## src/rtl/recency_ordered_list_core_assert.svh

```systemverilog
// assertion macros for the recency ordered list core
// depends on nothing; included by modules that carry assertions
`ifndef RECENCY_ORDERED_LIST_CORE_ASSERT_SVH
`define RECENCY_ORDERED_LIST_CORE_ASSERT_SVH
`ifndef NO_ASSERTIONS
`define ROL_ASSERT(label, clk, rst_n, prop, msg) \
    label: assert property (@(posedge clk) disable iff (!rst_n) prop) else $error(msg);
`define ROL_ASSERT_NEXT(label, clk, rst_n, pre, post, msg) \
    label: assert property (@(posedge clk) disable iff (!rst_n) pre |=> post) else $error(msg);
`else
`define ROL_ASSERT(label, clk, rst_n, prop, msg)
`define ROL_ASSERT_NEXT(label, clk, rst_n, pre, post, msg)
`endif
`endif

```

## src/rtl/rol_pkg.sv

```systemverilog
// shared constants for the recency ordered list core
// no dependencies
`default_nettype none
package rol_pkg;
    localparam int unsigned LIST_DEPTH_DEF = 16;
    localparam int unsigned KEY_W = 32;
    localparam logic [1:0] MODE_APPEND = 2'd0;
    localparam logic [1:0] MODE_POP    = 2'd1;
    localparam logic [1:0] MODE_MOVE   = 2'd2;
    localparam logic [1:0] MODE_REMOVE = 2'd3;
    localparam logic [1:0] ST_OK      = 2'd0;
    localparam logic [1:0] ST_EMPTY   = 2'd1;
    localparam logic [1:0] ST_FULL    = 2'd2;
    localparam logic [1:0] ST_MISSING = 2'd3;
endpackage
`default_nettype wire

```

## src/rtl/rol_ram.sv

```systemverilog
// generic single-port-write, single-read ram with registered read
// no dependencies
`default_nettype none
module rol_ram #(
    parameter int unsigned WIDTH = 32,
    parameter int unsigned DEPTH = 16
) (
    input  wire logic                     clk,
    input  wire logic                     we,
    input  wire logic [$clog2(DEPTH)-1:0] waddr,
    input  wire logic [WIDTH-1:0]         wdata,
    input  wire logic [$clog2(DEPTH)-1:0] raddr,
    output logic      [WIDTH-1:0]         rdata
);
    logic [WIDTH-1:0] mem [DEPTH];
    always_ff @(posedge clk)
    begin
        if (we)
        begin
            mem[waddr] <= wdata;
        end
        rdata <= mem[raddr];
    end
endmodule
`default_nettype wire

```

## src/rtl/recency_ordered_list_core.sv

```systemverilog
// recency ordered list: bounded list of 32-bit values with append, pop front,
// move match to tail and remove match; values live in one ram, one entry a cycle
// append and empty pop go from idle straight to done, where the result is registered;
// pop/move/remove scan the filled entries, then shift and done; a held result stalls in done
// reset: rst_n async active low empties the list; ram contents need no clearing
`default_nettype none
`include "recency_ordered_list_core_assert.svh"
module recency_ordered_list_core #(
    parameter int unsigned LIST_DEPTH = rol_pkg::LIST_DEPTH_DEF
) (
    input  wire logic        clk,
    input  wire logic        rst_n,
    input  wire logic        s_tvalid,
    output logic             s_tready,
    input  wire logic [39:0] s_tdata,   // mode[1:0], key_value[33:2], zero pad
    output logic             m_tvalid,
    input  wire logic        m_tready,
    output logic [39:0]      m_tdata    // front_value[31:0], status[33:32], entry_count[38:34]
);
    localparam int unsigned AW = $clog2(LIST_DEPTH);
    localparam int unsigned CW = $clog2(LIST_DEPTH + 1);

    typedef enum logic [2:0] {IDLE, SCAN, SHIFT, DONE} state_t;

    state_t         state_reg;
    logic [CW-1:0]  count_reg;
    logic [1:0]     mode_reg;
    logic [31:0]    key_reg;
    logic [CW-1:0]  idx_reg;      // address being read
    logic           rdv_reg;      // read data valid for idx_reg-1
    logic           found_reg;
    logic [31:0]    front_reg;
    logic [1:0]     status_reg;
    logic           out_valid_reg;
    logic [39:0]    out_data_reg;

    logic           we;
    logic [AW-1:0]  waddr, raddr;
    logic [31:0]    wdata, rdata;
    logic [CW-1:0]  prev_idx;
    logic           out_stall;

    rol_ram #(.WIDTH(32), .DEPTH(LIST_DEPTH)) u_ram (
        .clk(clk), .we(we), .waddr(waddr), .wdata(wdata),
        .raddr(raddr), .rdata(rdata)
    );

    // accept a new transaction whenever idle; a waiting result is held in the output register
    assign s_tready  = (state_reg == IDLE);
    assign m_tvalid  = out_valid_reg;
    assign m_tdata   = out_data_reg;
    assign raddr     = idx_reg[AW-1:0];
    assign prev_idx  = idx_reg - CW'(1);
    assign out_stall = m_tvalid && !m_tready;

    // scan: read entries in order; before a match nothing is written, after it
    // each entry read at i is written to i-1, closing the gap
    always_comb
    begin
        we    = 1'b0;
        waddr = '0;
        wdata = rdata;
        if (state_reg == IDLE && s_tvalid && s_tready && s_tdata[1:0] == rol_pkg::MODE_APPEND
            && count_reg < CW'(LIST_DEPTH))
        begin
            we    = 1'b1;
            waddr = count_reg[AW-1:0];
            wdata = s_tdata[33:2];
        end
        else if (state_reg == SCAN && rdv_reg && found_reg)
        begin
            we    = 1'b1;
            waddr = AW'(prev_idx - CW'(1));
        end
        // move puts the key at the tail only after a match
        else if (state_reg == SHIFT && mode_reg == rol_pkg::MODE_MOVE && found_reg)
        begin
            we    = 1'b1;
            waddr = AW'(count_reg - CW'(1));
            wdata = key_reg;
        end
    end

    always_ff @(posedge clk or negedge rst_n)
    begin
        if (!rst_n)
        begin
            state_reg     <= IDLE;
            count_reg     <= '0;
            out_valid_reg <= 1'b0;
            idx_reg       <= '0;
            rdv_reg       <= 1'b0;
            found_reg     <= 1'b0;
            mode_reg      <= rol_pkg::MODE_APPEND;
            key_reg       <= '0;
            front_reg     <= '0;
            status_reg    <= rol_pkg::ST_OK;
            out_data_reg  <= '0;
        end
        else
        begin
            if (out_valid_reg && m_tready && state_reg != DONE)
            begin
                out_valid_reg <= 1'b0;
            end
            unique case (state_reg)
                IDLE:
                begin
                    if (s_tvalid && s_tready)
                    begin
                        mode_reg   <= s_tdata[1:0];
                        key_reg    <= s_tdata[33:2];
                        front_reg  <= '0;
                        status_reg <= rol_pkg::ST_OK;
                        idx_reg    <= '0;
                        rdv_reg    <= 1'b0;
                        found_reg  <= 1'b0;
                        if (s_tdata[1:0] == rol_pkg::MODE_APPEND)
                        begin
                            if (count_reg < CW'(LIST_DEPTH))
                            begin
                                count_reg <= count_reg + CW'(1);
                            end
                            else
                            begin
                                status_reg <= rol_pkg::ST_FULL;
                            end
                            state_reg <= DONE;
                        end
                        else if (s_tdata[1:0] == rol_pkg::MODE_POP && count_reg == '0)
                        begin
                            status_reg <= rol_pkg::ST_EMPTY;
                            state_reg  <= DONE;
                        end
                        else
                        begin
                            state_reg <= SCAN;
                        end
                    end
                end
                SCAN:
                begin
                    // rdata holds entry prev_idx when rdv_reg
                    if (rdv_reg && !found_reg)
                    begin
                        if (mode_reg == rol_pkg::MODE_POP)
                        begin
                            front_reg <= rdata;
                            found_reg <= 1'b1;
                        end
                        else if (rdata == key_reg)
                        begin
                            found_reg <= 1'b1;
                        end
                    end
                    if (idx_reg < count_reg)
                    begin
                        idx_reg <= idx_reg + CW'(1);
                        rdv_reg <= 1'b1;
                    end
                    else
                    begin
                        rdv_reg <= 1'b0;
                        if (rdv_reg || count_reg == '0)
                        begin
                            state_reg <= SHIFT;
                        end
                    end
                end
                SHIFT:
                begin
                    if (!found_reg)
                    begin
                        status_reg <= rol_pkg::ST_MISSING;
                    end
                    else if (mode_reg != rol_pkg::MODE_MOVE)
                    begin
                        count_reg <= count_reg - CW'(1);
                    end
                    state_reg <= DONE;
                end
                DONE:
                begin
                    // load the result once the previous one has gone or goes now
                    if (!out_valid_reg || m_tready)
                    begin
                        out_valid_reg <= 1'b1;
                        out_data_reg  <= {1'b0, 5'(count_reg), status_reg, front_reg};
                        state_reg     <= IDLE;
                    end
                end
                default:
                begin
                    state_reg <= IDLE;
                end
            endcase
        end
    end

    `ROL_ASSERT(a_count_range, clk, rst_n, (count_reg <= CW'(LIST_DEPTH)), "fill count overflow")
    `ROL_ASSERT_NEXT(a_start, clk, rst_n, (s_tvalid && s_tready), (state_reg != IDLE), "no start")
    `ROL_ASSERT_NEXT(a_hold, clk, rst_n, out_stall, (m_tvalid && $stable(m_tdata)), "hold lost")
endmodule
`default_nettype wire

```

## config.mk

```make
export PLATFORM = sky130hd
export DESIGN_NAME = recency_ordered_list_core
export DESIGN_NICKNAME = d
export VERILOG_FILES = /design/src/rtl/rol_pkg.sv /design/src/rtl/rol_ram.sv /design/src/rtl/recency_ordered_list_core.sv
export VERILOG_INCLUDE_DIRS = /design/src /design/src/rtl
export SDC_FILE = /design/constraint.sdc
export NUM_CORES = 1
export LEC_CHECK = 0
export ABC_AREA = 0
export BUFFER_PORTS_ARGS = -buffer_cell sky130_fd_sc_hd__buf_4
export CAP_MARGIN = 20
export CORE_UTILIZATION = 54
export DETAILED_ROUTE_END_ITERATION = 12
export HOLD_SLACK_MARGIN = 0.12
export PLACE_DENSITY = 0.72
export SYNTH_ARGS = -nofsm -noshare
export SYNTH_HDL_FRONTEND = slang
export SYNTH_HIERARCHICAL = 1
export SYNTH_SLANG_ARGS = --single-unit
```

## constraint.sdc

```tcl
create_clock -name clk -period 7.56 [get_ports clk]
set_input_delay 0 -clock clk [delete_from_list [all_inputs] [get_ports clk]]
set_output_delay 0 -clock clk [all_outputs]
set_load 0.01 [all_outputs]
```

* Yosys cells after proc, flatten, opt, wreduce, memory -nomap -nowiden
Memories as Yosys holds them, arrays and structs flattened. A register that Yosys moved wholly into a read port is not among the register bits. Cells that the tools add are included.
Storage, ports and cells: flip-flop bits (word level) 123, RAM bits 512, output and inout port bits 42, word-level logic and storage cells 118, memories 1
Cells by class: add/sub/neg operators 5, $lt $le $gt $ge 2, equality and inequality tests 22, multiplexer cells 47, reduce and logical (&&, ||, !) cells 30
Memory list:
- u_ram.mem | depth 16, bits a word 32, read ports 1, clocked after Yosys merged registers in 1, write ports 1, line rol_ram.sv:15 | logic [WIDTH-1:0] mem [DEPTH];
Operators with widths (count):
- two-way mux 32 bit | 6
- case mux 32 bit (2 select lines) | 1
- two-way mux 5 bit | 7
- == test 32 bit | 1
- case mux 5 bit (2 select lines) | 2
- != test 2 x 1 -> 1 bit, second input constant | 8
- two-way mux 1 bit | 14
- logical AND 1 bit | 12
- two-way mux 2 bit | 6
- two-way mux 3 bit | 4
- two-way mux 4 bit | 3
- case mux 3 bit (4 select lines) | 1
- AND reduction 4 bit | 3
- adder 5 x 1 -> 5 bit, second input constant | 2
- != test 2 bit, second input constant | 5
- subtractor 4 x 1 -> 4 bit, second input constant | 2
- == test 3 x 2 -> 1 bit, second input constant | 2
- AND reduction 2 bit | 3
- AND reduction 3 bit | 2
- AND reduction 6 bit | 1
- logical NOT 5 bit | 1
- less-than comparator 5 bit | 1
- less-than comparator 5 bit, second input constant | 1
- subtractor 5 x 1 -> 5 bit, second input constant | 1
- other kinds (12) | 17

* Logic depth before layout (Yosys ltp)
Gate-level depths: netlist of run 1.
depth in word-level cells 8, mapped depth 12

* Hierarchy
Netlist of run 1, hierarchy kept.
By module, submodules not included:
- rol_ram | instances 1, cells each 838, area each 19835.3 um^2
- recency_ordered_list_core | instances 1, cells each 604, area each 6302.3 um^2

* Least setup slack after synthesis of run 1
OpenSTA, ideal clock, no wires.
path type register to register, start register state_reg[0], end memory u_ram.mem[0][0], enable pin, library setup time 0.461 ns, arrival 4.632 ns, data required time 7.099 ns, setup slack 2.467 ns, cell stages (with the launch flop) 11, buffers on the path 3, cells stage by stage dfrtp_1 > inv_1 > ha_1 > buf_4 > nand2_2 > nor4_1 > clkbuf_1 > buf_2 > a21oi_1 > or3b_2 > nor3_1
On the way: elaborated cells between the ends (all ways) 19, classes of those cells 2 x eq/ne; 8 x mux; 9 x reduce/logical
RTL lines:
- start: declaration | line recency_ordered_list_core.sv:25 | state_t state_reg;
- start signal: assignment | line recency_ordered_list_core.sv:88 | state_reg <= IDLE;
- start signal: assignment | line recency_ordered_list_core.sv:128 | state_reg <= DONE;
- start signal: assignment | line recency_ordered_list_core.sv:133 | state_reg <= DONE;
- logical NOT 3 bit * | line recency_ordered_list_core.sv:49 | assign s_tready = (state_reg == IDLE);
- net s_tready | line recency_ordered_list_core.sv:14 | output logic s_tready,
- logical AND 1 bit | line recency_ordered_list_core.sv:63 | if (state_reg == IDLE && s_tvalid && s_tready && s_tdata[1:0] == rol_pkg::MODE_APPEND
- logical AND 1 bit * (2 in a row) | line recency_ordered_list_core.sv:63
- logical AND 1 bit * | line recency_ordered_list_core.sv:64 | && count_reg < CW'(LIST_DEPTH))
- two-way mux 4 bit * | line recency_ordered_list_core.sv:63
- net waddr[3] | line recency_ordered_list_core.sv:38 | logic [AW-1:0] waddr, raddr;
- end: declaration | line rol_ram.sv:15
Mark *: on every way through the listed nets, which the timed path passes. The rest lies on a longest branch.

* Worst setup path after layout of run 1
start register state_reg[0], end memory u_ram.mem[11][21], enable pin
On the way: elaborated cells between the ends (all ways) 19, classes of those cells 2 x eq/ne; 8 x mux; 9 x reduce/logical
RTL lines (line):
- == test 3 x 2 -> 1 bit / logical NOT 3 bit (equally long branches) | recency_ordered_list_core.sv:76, recency_ordered_list_core.sv:49, recency_ordered_list_core.sv:63
- logical AND 1 bit (on tied branches) (2 in a row) | recency_ordered_list_core.sv:76, recency_ordered_list_core.sv:63
- two-way mux 4 bit / logical AND 1 bit (equally long branches) | recency_ordered_list_core.sv:76, recency_ordered_list_core.sv:63
- two-way mux 4 bit / logical AND 1 bit (equally long branches) | recency_ordered_list_core.sv:70, recency_ordered_list_core.sv:64
- two-way mux 4 bit * | recency_ordered_list_core.sv:63
- net waddr[1] | recency_ordered_list_core.sv:38
Marks and branches as above.

==> run summary, run 1 <==
Status - finished, final reports clean
Post-synthesis sequential area ratio - 72.95%
Via Count - 14102
Worst path arrival time - 5.20 ns
Power Dens Cells - 384.4 nW/µm²
Post-route minimum period - 4.970 ns
Vias per cell - 6.155
CTS resizes - 0
Layout area overhead - 16.57%
Leakage - 10.84 nW
Hold Buf Count CTS - 44
Post-synth top area share - 58.82%
Core area - 47750 µm²
Post-synth top area cell - edfxtp_1
First-pass GRT wire length - 89.99 mm
Drt first-iter violations - 1580
Detailed Route WL - 59.70 mm
CTS max path bufs - 3
Clk root buf - clkbuf_16
Synth unique cells - 47
Maximum number of pins on one net before global-route repair - 95
#FFs+latches synth - 666
CTS tree - built
Net count reported at finish - 1680
Reg power frac - 45.1%
Top FF cell, synth - edfxtp_1
Final setup viols - 0
Die X - 222.0 µm
Clock-pin slew on the worst setup and hold paths - 0.06 ns
Post-synth EDFFs - 512
# IOs - 86
Most frequent cell after synthesis - edfxtp_1
Port Buffers - 78
Gr usage total - 24.94%
Die area - 49290 µm²
Period utilization - 65.74%
Max reg flops - 512
VDD IR max - 0.2081 mV
Synth cell count leaders - edfxtp_1, nand2_1, mux4_2
Fill count - 3190
DRC viols - 0
Max-Cap Viols - 0
Initial DRT Pass Iterations - 7
Clock Latency Late Sink - 0.59 ns
Layout cells sized above 1 - 27.94%
Synth Instances - 1442
Setup ws final - 2.590 ns
Critical path peak fanout - 32
Unrepaired setup endpoints after global routing - no
Clk sink count - 666
Post-synth ARST share - 18.32%
Chip height - 222.0 µm
Worst rel slew slack - 30.02%
Clock share of power - 28.2%
Startpoint types - flip-flop
Rows - 80
Max Slew Vio Count - 0
Sw frac - 30.26%
CP Capture Type - flip-flop
Hold crit path type - in -> reg
Grt total ovfl - 0
Mean Syn Cell Area - 18.13 µm²
Num CTS Buffers - 68
Antenna violations before repair - 1
Most flops, register - u_ram/mem
Setup Buffers After CTS - 0
Final hold vios - 0
Synthesized cell area - 26140 µm²
Vias in the first global route - 14228
Max frequency - 201.2 MHz
Initial core utilization - 54.74%
DP Wirelength - 33.79 mm
Internal - 0.008167 W
Worst Skew - 0.01704 ns
Number of nets with antenna violations after routing - 0
Syn. warnings - 6
Dpl ws - 2.710 ns
Comb pwr share - 26.7%
Main area contributors after synthesis - edfxtp_1, dfrtp_1, mux4_2
Htree depth - 3
Tightest Pin Transition - 1.043 ns
Layout Utilization - 63.81%
GP Congestion - 0.7935
Data required time of the critical path - 7.79 ns
WL per Instance - 26.06 µm
Post-Syn Nets - 1500
Setup TNS - 0 ns
WS Path Type - reg -> reg
Switching power - 0.003544 W
path summary, 6_finish.rpt:
path	to	from	cells after the start	slack [ns]
worst max-delay path	u_ram/mem[11][21]	state_reg[0]	9	2.59
worst min-delay path	key_reg[28]	s_tdata[30]	3	0.21
worst max register to register	u_ram/mem[11][21]	state_reg[0]	9	2.59
worst min register to register	front_reg[1]	front_reg[1]	2	0.47
max in group asynchronous	idx_reg[1]	rst_n	4	6.22
min in group asynchronous	front_reg[2]	rst_n	4	0.53
power groups by stage:
stage	registers, W	logic, W	clock network (W)
finish	0.00529	0.00312	0.00330
CTS	0.00529	0.00312	0.00336
global placement	0.00534	0.00295	0
global route	0.00535	0.00337	0.00349
floorplan	0.00523	0.00201	0
detailed placement	0.00536	0.00307	0
layout make-up:
type	count	area, µm²	area share, %
multi-input combinational	683	6790	22.29
clock inverter	32	280.3	0.9199
clock buffer	91	1934	6.349
tap	615	769.5	2.526
timing repair buffer	188	1559	5.117
inverter	15	56.30	0.1848
antenna	1	2.502	0.008213
sequential	666	19080	62.61
stage by stage:
step	std cells	total power [W]	hold WS, ns	area, µm²
finish	2291	0.01171	0.2081	30470
global route	2290	0.01221	0.1849	30470
global placement	2113	0.008288	0.03328	27710
CTS	2289	0.01177	0.1782	30460
floorplan	1442	0.007243	-0.2956	26140
detailed placement	2122	0.008428	0.04164	27790
placed cells by master (no fill, tap or decap), types with 43 or more instances in the layout:
| cell type | n |
|---|---|
| a22oi_1 | 66 |
| buf_4 | 135 |
| clkbuf_16 | 73 |
| dfrtp_1 | 120 |
| dlygate4sd3_1 | 43 |
| edfxtp_1 | 512 |
| mux2_2 | 68 |
| mux4_2 | 128 |
| nand2_1 | 133 |
| o21ai_0 | 69 |
worst max-delay path, cell delays in order (launching register included):
cell	delay, ns
dfrtp_1	0.42
inv_1	0.12
ha_1	0.40
nand2_2	0.23
buf_4	0.39
or4_4	0.55
o21ai_0	0.80
nand2_1	0.47
nor2_4	0.70
buf_4	0.50
kinds of logic after synthesis:
logic type | count (synthesis) | synth area share, %
flip-flops | 666 | 72.95
adder cells (fa/ha/maj) | 14 | 0.6702
AND/OR/NAND/NOR | 220 | 3.710
XOR/XNOR | 41 | 1.374
multiplexers | 237 | 15.53
other | 1 | 0.01435
AO/OA/AOI/OAI | 170 | 4.136
buffers and inverters | 93 | 1.613
routing by layer:
metal / up-vias / global-route usage, % / wire length (µm)
met5: - / 0 / 0
met4: 0 / 7.975 / 1714
met3: 113 / 4.757 / 5064
met2: 671 / 39.28 / 28610
met1: 7287 / 35.57 / 24310
li1: 6031 / - / -
No activity file was read; power rests on OpenSTA's default activity.
==> run 2, diff against run 1 <==
--- a/config.mk
+++ b/config.mk
@@ -12,7 +12,7 @@
 export CORE_UTILIZATION = 54
 export DETAILED_ROUTE_END_ITERATION = 12
 export HOLD_SLACK_MARGIN = 0.12
-export PLACE_DENSITY = 0.72
+export PLACE_DENSITY = 0.75
 export SYNTH_ARGS = -nofsm -noshare
 export SYNTH_HDL_FRONTEND = slang
 export SYNTH_HIERARCHICAL = 1
==> constraint.sdc (replaced) <==
create_clock -name clk -period 4 [get_ports clk]
set_input_delay 0 -clock clk [delete_from_list [all_inputs] [get_ports clk]]
set_output_delay 0 -clock clk [all_outputs]
set_load 0.01 [all_outputs]
==> run summary, run 2 (same netlist as run 1, synthesis figures left out) <==
Worst rel slew slack - 26.58%
Layout area overhead - 17.94%
CP Capture Type - flip-flop
Hold crit path type - in -> reg
Die X - 222.0 µm
GP Congestion - 0.8421
Clock share of power - 28.2%
WL per Instance - 26.00 µm
VDD IR max - 0.3526 mV
Port Buffers - 78
CTS max path bufs - 3
CTS tree - built
Final hold vios - 0
Commonest cells after routing, fill and taps aside - edfxtp_1, buf_4, nand2_1, mux4_2, dfrtp_1
Chip height - 222.0 µm
Switching power - 0.006957 W
Initial DRT Pass Iterations - 5
First-pass GRT wire length - 90.29 mm
Power Dens Cells - 730.8 nW/µm²
Internal - 0.01557 W
Max frequency - 272.3 MHz
Clock-pin slew on the worst setup and hold paths - 0.06 ns
DRC viols - 0
Clock Latency Late Sink - 0.60 ns
Final setup viols - 0
Rows - 80
Clk root buf - clkbuf_16
Post-route minimum period - 3.673 ns
Vias in the first global route - 14628
Placed Area - 28030 µm²
Finished Cell Area - 30830 µm²
Setup Buffers After CTS - 0
Maximum number of pins on one net before global-route repair - 133
Period utilization - 91.83%
Critical path peak fanout - 19
Gr usage total - 25.18%
Most flops, register - u_ram/mem
Initial core utilization - 54.74%
Worst Skew - 0.02614 ns
Max Slew Vio Count - 0
Antenna violations before repair - 0
Detailed Route WL - 60.46 mm
Critical-path top delay cell - nand3b_1
Data required time of the critical path - 4.24 ns
Layout Utilization - 64.57%
Drt first-iter violations - 1839
Fill count - 3114
# IOs - 86
Vias per cell - 6.113
R2r worst-path depth - 10
Slowest stage delay, CP - 0.43 ns
Area of the multi-input gates - 6815 µm²
Net count reported at finish - 1714
Commonest non-fill, non-tap cell in the layout - edfxtp_1
Die area - 49290 µm²
Htree depth - 3
Worst path arrival time - 3.92 ns
Setup TNS - 0 ns
Core area - 47750 µm²
DP Wirelength - 35.37 mm
Grt total ovfl - 0
Via Count - 14212
Max-Cap Viols - 0
Number of nets with antenna violations after routing - 0
Most frequent CP cell - buf_4
Startpoint types - flip-flop
Storage element area - 19080 µm²
Tightest Pin Transition - 1.099 ns
Num CTS Buffers - 67
Reg power frac - 43.9%
Leakage - 11.01 nW
Number of diodes - 0
Clk sink count - 666
Crit-path cells - inv_1 > ha_1 > nand2_2 > buf_4 > nor4_4 > nor2_1 > a21oi_1 > nand3b_1 > nor3_2 > buf_4
Status - finished, final reports clean
Layout cells sized above 1 - 29.42%
Unrepaired setup endpoints after global routing - no
Hold path depth - 3
WS Path Type - reg -> reg
Comb pwr share - 27.9%
Sw frac - 30.88%
Max reg flops - 512
[run 2: cell types whose count changed in the layout (fill, tap and decap cells not counted), moves of 3 or more]
cell	previous run	this run
buf_12	2	6
buf_4	135	164
clkbuf_1	14	8
dlygate4sd3_1	43	51
inv_6	1	4
buf_2	5	0
clkbuf_16	73	70
clkinv_2	10	14
[run 2: layer usage]
metal / vias up / track usage, % / wire [µm]
met5: - / 0 / 0
met4: 0 / 9.162 / 1790
met3: 108 / 5.142 / 5391
met2: 686 / 39.96 / 29040
met1: 7324 / 34.92 / 24240
li1: 6094 / - / -
[run 2: through the flow]
step                hold WS (ns)  worst slack (ns)  instances  power [W]
global placement          0.1594            0.4088       2148    0.01585
global route              0.2137            0.1681       2325    0.02343
floorplan                -0.2956           -0.7413       1442    0.01369
CTS                       0.1889           0.03845       2323    0.02258
finish                    0.2023            0.3270       2325    0.02253
detailed placement        0.1765            0.1261       2148    0.01608
[run 2: path summary, 6_finish.rpt]
| path | startpoint | end | slack [ns] |
|---|---|---|---|
| max | state_reg[0] | u_ram/mem[8][17] | 0.33 |
| min | s_tdata[32] | key_reg[30] | 0.20 |
| max reg2reg | state_reg[0] | u_ram/mem[8][17] | 0.33 |
| min reg2reg | front_reg[9] | front_reg[9] | 0.48 |
| max in group asynchronous | rst_n | key_reg[21] | 2.59 |
| min in group asynchronous | rst_n | m_tdata[33] | 0.51 |
[run 2: cell type report]
| cell class | count | area share, % |
|---|---|---|
| clock inverter | 43 | 1.364 |
| clock buffer | 80 | 5.869 |
| sequential | 666 | 61.88 |
| tap | 615 | 2.496 |
| timing repair buffer | 223 | 6.100 |
| multi-input combinational | 683 | 22.11 |
| inverter | 15 | 0.1826 |
[run 2: critical path, delay by kind of cell (launching register included)]
kind            cells  cell delay [ns]
fa+ha+maj           1             0.40
flops               1             0.42
simple gates        5             1.32
compound gates      1             0.35
buf+inv             3             0.81
[run 2: power groups by stage]
stage	combinational (W)	sequential [W]	clock [W]
after floorplan	0.00381	0.00988	0
after global placement	0.00589	0.00997	0
after detailed placement	0.00606	0.0100	0
after CTS	0.00627	0.00989	0.00642
after global routing	0.00675	0.00999	0.00669
final	0.00629	0.00989	0.00635
[run 2: timing repair]
| item | in CTS | in global routing |
|---|---|---|
| hold endpoints to repair | 651 | 0 |
| setup endpoints to repair | 0 | 214 |
| gates resized for setup | 0 | 2 |
| hold buffers | 52 | 0 |
